### src/rtl/rpblw_pkg.sv
// Shared types and constants for the rectangle pixel block-linear writer.
`default_nettype none

package rpblw_pkg;

  localparam int unsigned COORD_W   = 11;
  localparam int unsigned ADDR_W    = 22;
  localparam int unsigned PIX_W     = 32;
  localparam int unsigned CFG_IDX_W = 3;

  localparam int unsigned BUFFER_WIDTH_DFLT  = 1280;
  localparam int unsigned LINEAR_STRIDE_DFLT = 1280;

  typedef logic [COORD_W-1:0] coord_t;
  typedef logic [ADDR_W-1:0]  addr_t;
  typedef logic [PIX_W-1:0]   pix_t;

  typedef enum logic [CFG_IDX_W-1:0] {
    REG_AREA_LEFT     = 3'd0,
    REG_AREA_TOP      = 3'd1,
    REG_AREA_RIGHT    = 3'd2,
    REG_AREA_BOTTOM   = 3'd3,
    REG_LINEAR_LAYOUT = 3'd4,
    REG_RENDER_ENABLE = 3'd5
  } cfg_idx_t;

  typedef struct packed {
    coord_t left;
    coord_t top;
    coord_t right;
    coord_t bottom;
  } area_t;

  typedef struct packed {
    coord_t col;
    coord_t row;
    logic   done;
  } pos_t;

endpackage

`default_nettype wire

### src/rtl/rect_pixel_block_linear_writer.sv
// Rectangle pixel writer: turns a row-ordered pixel stream into framebuffer writes.
//
// Usage:
//   Input beats (in_valid/in_stall) carry one pixel each; in_area_start marks the
//   first pixel of a rectangle and snaps the position to (area_left, area_top).
//   Output beats (out_valid/out_stall) carry the word address, the pixel and
//   out_area_done on the bottom-right pixel. With render_enable at 0 pixels are
//   consumed and the position advances, but no output beat is produced.
//   An accepted pixel is registered in the pixel stage, then in the output
//   register, and is shown on out_*. Throughput is one pixel per cycle while
//   out_stall is low; the position tracker and pixel stage feed that register.
//   When the receiver stalls with the output register and pixel stage full,
//   in_stall goes high in the same cycle; no beat is lost or repeated.
//   Reset clears the position to (0,0), all area registers and layout to 0,
//   render_enable to 1, and empties the pipeline.
//   Configuration is written through cfg_write_en/cfg_index/cfg_write_data; the
//   user must do so while no pixel is in flight, as the block does not enforce it.
`default_nettype none

module rect_pixel_block_linear_writer #(
  parameter int unsigned BUFFER_WIDTH  = rpblw_pkg::BUFFER_WIDTH_DFLT,
  parameter int unsigned LINEAR_STRIDE = rpblw_pkg::LINEAR_STRIDE_DFLT
) (
  input  wire logic                             clk,
  input  wire logic                             rst_n,
  input  wire logic                             cfg_write_en,
  input  wire logic [rpblw_pkg::CFG_IDX_W-1:0]  cfg_index,
  input  wire logic [rpblw_pkg::COORD_W-1:0]    cfg_write_data,
  input  wire logic                             in_valid,
  output logic                                  in_stall,
  input  wire logic [rpblw_pkg::PIX_W-1:0]      in_pixel_value,
  input  wire logic                             in_area_start,
  output logic                                  out_valid,
  input  wire logic                             out_stall,
  output logic [rpblw_pkg::ADDR_W-1:0]          out_word_address,
  output logic [rpblw_pkg::PIX_W-1:0]           out_write_data,
  output logic                                  out_area_done
);
  import rpblw_pkg::*;

  area_t area_r;
  logic  linear_r;
  logic  render_r;

  always_ff @(posedge clk) begin
    if (!rst_n) begin
      area_r   <= '0;
      linear_r <= 1'b0;
      render_r <= 1'b1;
    end else if (cfg_write_en) begin
      unique case (cfg_idx_t'(cfg_index))
        REG_AREA_LEFT:     area_r.left   <= cfg_write_data;
        REG_AREA_TOP:      area_r.top    <= cfg_write_data;
        REG_AREA_RIGHT:    area_r.right  <= cfg_write_data;
        REG_AREA_BOTTOM:   area_r.bottom <= cfg_write_data;
        REG_LINEAR_LAYOUT: linear_r      <= cfg_write_data[0];
        REG_RENDER_ENABLE: render_r      <= cfg_write_data[0];
        default: ;
      endcase
    end
  end

  // pipeline control
  logic out_load;
  logic s1_load;
  logic accept;
  logic s1_valid_r;

  assign out_load = !out_valid || !out_stall;
  assign s1_load  = !s1_valid_r || out_load;
  assign in_stall = !s1_load;
  assign accept   = in_valid && s1_load;

  pos_t cur_pos;

  rpblw_pos u_pos (
    .clk   (clk),
    .rst_n (rst_n),
    .accept(accept),
    .start (in_area_start),
    .area  (area_r),
    .cur   (cur_pos)
  );

  // pixel stage
  pos_t s1_pos_r;
  pix_t s1_pix_r;

  always_ff @(posedge clk) begin
    if (!rst_n) begin
      s1_valid_r <= 1'b0;
    end else if (s1_load) begin
      s1_valid_r <= accept && render_r;
    end
  end

  always_ff @(posedge clk) begin
    if (accept) begin
      s1_pos_r <= cur_pos;
      s1_pix_r <= in_pixel_value;
    end
  end

  addr_t addr;

  rpblw_addr #(
    .BUFFER_WIDTH (BUFFER_WIDTH),
    .LINEAR_STRIDE(LINEAR_STRIDE)
  ) u_addr (
    .pos   (s1_pos_r),
    .linear(linear_r),
    .addr  (addr)
  );

  // output register
  logic  out_valid_r;
  addr_t out_addr_r;
  pix_t  out_data_r;
  logic  out_done_r;

  always_ff @(posedge clk) begin
    if (!rst_n) begin
      out_valid_r <= 1'b0;
    end else if (out_load) begin
      out_valid_r <= s1_valid_r;
    end
  end

  always_ff @(posedge clk) begin
    if (out_load && s1_valid_r) begin
      out_addr_r <= addr;
      out_data_r <= s1_pix_r;
      out_done_r <= s1_pos_r.done;
    end
  end

  assign out_valid        = out_valid_r;
  assign out_word_address = out_addr_r;
  assign out_write_data   = out_data_r;
  assign out_area_done    = out_done_r;

endmodule

`default_nettype wire

### src/rtl/rpblw_pos.sv
// Column/row tracker: places each accepted pixel and steps through the rectangle.
`default_nettype none

module rpblw_pos (
  input  wire logic            clk,
  input  wire logic            rst_n,
  input  wire logic            accept,
  input  wire logic            start,
  input  wire rpblw_pkg::area_t area,
  output rpblw_pkg::pos_t      cur
);
  import rpblw_pkg::*;

  coord_t col_r, col_nxt;
  coord_t row_r, row_nxt;
  coord_t x, y;
  logic   done;

  always_comb begin
    x    = start ? area.left : col_r;
    y    = start ? area.top  : row_r;
    done = (x == area.right) && (y == area.bottom);
    if (done) begin
      col_nxt = area.left;
      row_nxt = area.top;
    end else if (x >= area.right) begin
      col_nxt = area.left;
      row_nxt = y + coord_t'(1);
    end else begin
      col_nxt = x + coord_t'(1);
      row_nxt = y;
    end
  end

  always_ff @(posedge clk) begin
    if (!rst_n) begin
      col_r <= '0;
      row_r <= '0;
    end else if (accept) begin
      col_r <= col_nxt;
      row_r <= row_nxt;
    end
  end

  assign cur = '{col: x, row: y, done: done};

endmodule

`default_nettype wire

### src/rtl/rpblw_addr.sv
// Framebuffer address generator: 16x16 tile swizzle or linear row-stride addressing.
`default_nettype none

module rpblw_addr #(
  parameter int unsigned BUFFER_WIDTH  = rpblw_pkg::BUFFER_WIDTH_DFLT,
  parameter int unsigned LINEAR_STRIDE = rpblw_pkg::LINEAR_STRIDE_DFLT
) (
  input  wire rpblw_pkg::pos_t  pos,
  input  wire logic             linear,
  output rpblw_pkg::addr_t      addr
);
  import rpblw_pkg::*;

  // tiles per 128-row band
  localparam int unsigned TILE_ROW = (BUFFER_WIDTH / 16) * 8;

  logic [31:0] tile;
  logic [31:0] lin;
  logic [7:0]  sub;
  addr_t       swz;

  always_comb begin
    tile = 32'({pos.col[10:4], pos.row[6:4]}) + 32'(pos.row[10:7]) * 32'(TILE_ROW);
    sub  = {pos.row[3], pos.col[3], pos.row[2:1], pos.col[2], pos.row[0], pos.col[1:0]};
    swz  = {tile[ADDR_W-9:0], sub};
    lin  = 32'(pos.row) * 32'(LINEAR_STRIDE) + 32'(pos.col);
    addr = linear ? lin[ADDR_W-1:0] : swz;
  end

endmodule

`default_nettype wire

### config.mk
export PLATFORM = sky130hd
export DESIGN_NAME = rect_pixel_block_linear_writer
export DESIGN_NICKNAME = d
export VERILOG_FILES = /design/src/rtl/rpblw_pkg.sv /design/src/rtl/rect_pixel_block_linear_writer.sv /design/src/rtl/rpblw_pos.sv /design/src/rtl/rpblw_addr.sv
export SDC_FILE = /design/constraint.sdc
export NUM_CORES = 1
export LEC_CHECK = 0
export BUFFER_PORTS_ARGS = -buffer_cell sky130_fd_sc_hd__clkbuf_2
export CAP_MARGIN = 15
export CORE_ASPECT_RATIO = 1.4
export CORE_UTILIZATION = 48
export CTS_CLUSTER_DIAMETER = 200
export CTS_CLUSTER_SIZE = 20
export DETAILED_ROUTE_END_ITERATION = 10
export GPL_ROUTABILITY_DRIVEN = 0
export PLACE_DENSITY = 0.68
export SLEW_MARGIN = 20
export SYNTH_ARGS = -nofsm -noshare
export SYNTH_HDL_FRONTEND = slang
export SYNTH_HIERARCHICAL = 1
export SYNTH_SLANG_ARGS = --single-unit
### constraint.sdc
create_clock -name clk -period 6.75 [get_ports clk]
set_clock_uncertainty 0.2 [all_clocks]
set_input_delay 1.0125 -clock clk [delete_from_list [all_inputs] [get_ports clk]]
set_output_delay 1.0125 -clock clk [all_outputs]
set_load 0.01 [all_outputs]
Word level (Yosys, flattened, before mapping) --
Index checks and enable logic that the tools add are counted.
Cells by class: eq/ne operators 7, multiply operators 2, reductions and logical operators 17, magnitude comparators 1, $add $sub $neg 4, muxes and demuxes 7
Operators with widths (count):
- 11-bit 2-to-1 mux | 6
- 11-bit by 1-bit adder with 11-bit output, second input constant | 2
- 22-bit by 11-bit adder with 22-bit output | 1
- 11-bit equality test | 2
- 22-bit 2-to-1 mux | 1
- 10-bit by 14-bit adder with 14-bit output | 1
- 11-bit by 3-bit multiplier with 14-bit output, second input constant | 1
- 2-bit AND reduction | 6
- 11-bit >= comparator | 1
- 4-bit by 3-bit multiplier with 7-bit output, second input constant | 1
- 3-bit by 2-bit equality test with 1-bit output, second input constant | 2
- 3-bit equality test, second input constant | 2
- 1-bit logical AND | 4
- 1-bit logical NOT | 4
- 3-bit by 1-bit equality test with 1-bit output, second input constant | 1
- 3-bit logical NOT | 1
- 1-bit logical OR | 2
Word-level totals: word-level logic and storage cells 55, input bits 52, register bits 180, output and inout bits 57

Longest topological paths before layout --
depth after elaboration 5, gate-level depth with buffers 14, depth with buffers taken out 10

Modules after synthesis --
Netlist, hierarchy kept.
Modules (own cells, without submodules):
- rect_pixel_block_linear_writer | times used 1, cells an instance 287, sequential area each 4264.1 um^2, area each 5109.9 um^2
- rpblw_pos | times used 1, cells an instance 279, sequential area each 440.4 um^2, area each 2214.6 um^2
- rpblw_addr | times used 1, cells an instance 187, sequential area each 0.0 um^2, area each 1470.2 um^2

Worst setup path before layout --
No wires, ideal clock.
kind in2reg, from input port out_stall, to register out_done_r, in the netlist out_area_done, enable pin, arrival time 5037 ps, stages on the path 1, setup time 551 ps, buffers on the path 0, setup slack 962 ps, data required time 5999 ps, cell sequence a21boi_0
Between the ends: longest elaborated chain between the ends 3
RTL lines:
- start, declared | RTL line rect_pixel_block_linear_writer.sv:34 | input wire logic out_stall,
- 1-bit logical NOT | RTL line rect_pixel_block_linear_writer.sv:69 | assign out_load = !out_valid || !out_stall;
- 1-bit logical OR | RTL line rect_pixel_block_linear_writer.sv:69
- 1-bit logical AND | RTL line rect_pixel_block_linear_writer.sv:130 | if (out_load && s1_valid_r) begin
- end signal, assigned | RTL line rect_pixel_block_linear_writer.sv:133 | out_done_r <= s1_pos_r.done;
- end, declared | RTL line rect_pixel_block_linear_writer.sv:119 | logic out_done_r;
No other way between the ends. A chain may end at the register's enable or synchronous reset.

==> flow_summary.yaml <==
outcome:
  outcome: "completed"
timing:
  hold_viol_final: 0
  slew_headroom_pct: 34.5
  grt_setup_unrepaired: "no"
  setup_viol: 0
  worst_pin_slew_ns: 0.982
  period_minus_slack_ns: 4.02
  clock.fmax_ghz: 0.249
  timing.final.crit_share_pct: 59.5
  tns_ns: 0
  drv_slew: 0
critical_path:
  critPathMaxStageDelay_ns: 0.43
  crit-reg2reg-capture: "out_word_address[18]"
  crit_arrival_ns: 4.20
  reg2reg_from: "s1_pos_r[4]"
  required_ns: 6.93
  worstPathCellList: "clkbuf_2 -> mux2_2 -> ha_1 -> and4_1 -> a21oi_1 -> nand2_1 -> buf_4 -> and3_1 -> a211oi_1 -> o221a_1"
  start_kind: "primary input"
  r2r_slack_ns: 3.42
  reg2reg_depth: 9
  cpLargestDelayFamily: "simple AND/OR/NAND/NOR gates"
  cp_slowest_cell: "clkbuf_2"
  path_max_fanout: 20
  path_buf_inv: 2
  crit_type: "primary input to register"
  endpoint_kind: "register"
die:
  core.rowCount: 58
  die_w_um: 116
  die_area_sq_mm: 0.0189
  die_h_um: 162
  pin_count: 109
  core_area_sq_mm: 0.0179
  start_util_pct: 49.1
routing:
  drtIter0Drc: 389
  drtAntennaViolNets: 0
  drt_pre_antenna_iters: 5
  wire_per_inst_um: 16.3
  met2_length_mm: 9.16
  route.detailed.drc: 0
  vias_per_cell: 5.32
  maxUsedRoutingLayer: "met4"
  wl_met3_um: 558
  detail_route.wirelength_mm: 18.0
  wl_met1_mm: 7.67
  vias: 5881
place:
  port-buffer-count: 108
  dp_hpwl_mm: 13.1
yosys:
  synth_fa_ha_area_share_pct: 6.17
  synth_area_sq_mm: 0.00879
  synthFlopType: "edfxtp_1"
  synth_edf_count: 110
  yosysMostFrequentCell: "edfxtp_1"
  syn_avg_cell_area_sq_um: 11.7
  syn_inst: 753
  ys_top_cells_by_count: "edfxtp_1 (110), nand2_1 (90), dfxtp_1 (70)"
  synth_simple_gate_area_share_pct: 12.8
  synth_seq_cells: 180
  muxShareOfSynthArea_pct: 10.2
  yosys-top-cells-area: "edfxtp_1 (38%), dfxtp_1 (16%), mux2i_1 (6.5%), ha_1 (5.3%), nand2_1 (3.8%)"
  synth_top_family_by_area: "simple AND/OR/NAND/NOR gates"
  ys_types: 77
  synth_warnings: 6
  synthArstFlopShare_pct: 0
  seq_area_frac_synth_pct: 53.5
  synth_top_cell_by_area: "edfxtp_1"
  synthXorXnorAreaFrac_pct: 3.09
  syn-num-nets: 846
  synth-compound-area-share_pct: 11.1
  yosysTopAreaCellShare_pct: 37.6
cells_and_area:
  n_antenna_cell: 0
  fin_nets: 945
  fin_util_pct: 56.6
  syn_to_final_growth_pct: 15.3
  drive_gt1_share_pct: 23.1
power:
  p_per_area_mw_per_mm2: 259
  leakage_nw: 4.15
  vdd_drop_max_mv: 0.152
min_path:
  hp-class: "register to register"
  min_to: "out_write_data[13]"
  min_from: "s1_pix_r[13]"
  whs_path_depth: 0
clock_tree:
  cts_resized: 0
  numClockSinks: 180
  root_buffer: "clkbuf_16"
  clockBufferDepth: 2
  ctsHoldBuffers: 0
  numCtsBuffers: 17
  clock_latency_ns: 0.44
  cts.reportedPaths.clkPinSlew_ns: 0.08
  cts_tree: "done"
  post-cts-setup-buffers: 0
  htreeDepth: 4
global_route:
  grt_pass1_wl_mm: 28.7
  grt_pass1_vias: 5675
  grt_max_degree: 56
  grt_overflow: 0
  groute.usage.overall_pct: 20.2
  grt_antenna_before_repair: 0
run:
  maxCapViolCount: 0
==> logic make-up after synthesis <==
group / after synthesis
and+or+nand+nor: 214
muxes: 83
DFF: 180
buffers and inverters: 62
AOI/OAI and AO/OA: 142
adders and majority gates: 41
xor gates and xnor gates: 31
==> sequential cells by signal, indices dropped and copies added (netlist names), 11 cells and up <==
signal	flops
s1_pix_r	32
u_pos/row_r	11
s1_pos_r	23
out_word_address	22
area_r	44
u_pos/col_r	11
out_write_data	32
==> how the worst max path moves through the flow <==
stage / from / endpoint / slack, ns / cells after the start
after detailed placement: in_area_start / u_pos/row_r[7] / 2.32 / 11
after CTS: in_area_start / u_pos/row_r[7] / 2.79 / 11
final: in_area_start / u_pos/row_r[7] / 2.73 / 10
after floorplan: out_stall / out_area_done / 0.96 / 1
after global routing: in_area_start / u_pos/row_r[7] / 2.50 / 11
after global placement: in_area_start / u_pos/row_r[7] / 2.46 / 10
==> power by group <==
| group | switching [mW] | total, mW | leakage (nW) | internal, mW |
|---|---|---|---|---|
| Sequential | 0.0287 | 1.26 | 1.64 | 1.23 |
| Clock | 0.497 | 1.01 | 0.297 | 0.510 |
| Combinational | 0.221 | 0.364 | 2.22 | 0.142 |
| Total | 0.747 | 2.63 | 4.15 | 1.88 |
==> cell type report <==
type / instances / area, sq um
Inverter: 28 / 105
Tap cell: 240 / 300
Fill cell: 1548 / 7780
Timing Repair Buffer: 114 / 586
Multi-Input combinational cell: 511 / 3820
Clock buffer: 17 / 425
Clock inverter: 15 / 198
Sequential cell: 180 / 4700
==> routing by layer <==
| layer | vias to the layer above | GRT usage [%] |
|---|---|---|
| met1 | 2765 | 24.2 |
| met2 | 120 | 34.0 |
| met4 | 0 | 10.2 |
| li1 | 2962 | - |
| met5 | - | 0 |
| met3 | 34 | 4.03 |
==> layout by cell type, fill, tap and decap left out, types with 5 or more instances in the layout <==
cell type / n
xor2_1: 13
nand4_1: 6
clkinv_8: 5
clkbuf_16: 17
dfxtp_1: 70
o21ai_0: 33
xnor2_1: 18
buf_4: 6
a21o_1: 5
a211oi_1: 8
nor2b_1: 10
ha_1: 37
nor2_1: 36
mux2i_1: 57
nand2_1: 90
nand3b_1: 5
clkbuf_2: 108
inv_1: 28
edfxtp_1: 110
a21oi_1: 45
nand2b_1: 5
nand3_1: 17
a31oi_1: 7
mux2_2: 21
==> per-stage QoR <==
stage	hold slack [ns]	setup WS, ns	area, sq um	power, mW	std cells
floorplan	0.200	0.962	8790	1.55	753
CTS	0.219	2.79	10100	2.65	1105
finish	0.218	2.73	10100	2.63	1105
global route	0.226	2.50	10100	2.74	1105
global placement	0.200	2.46	9520	1.64	1073
detailed placement	0.205	2.32	9520	1.65	1073
Note: power is estimated with default switching activity, not from simulation.
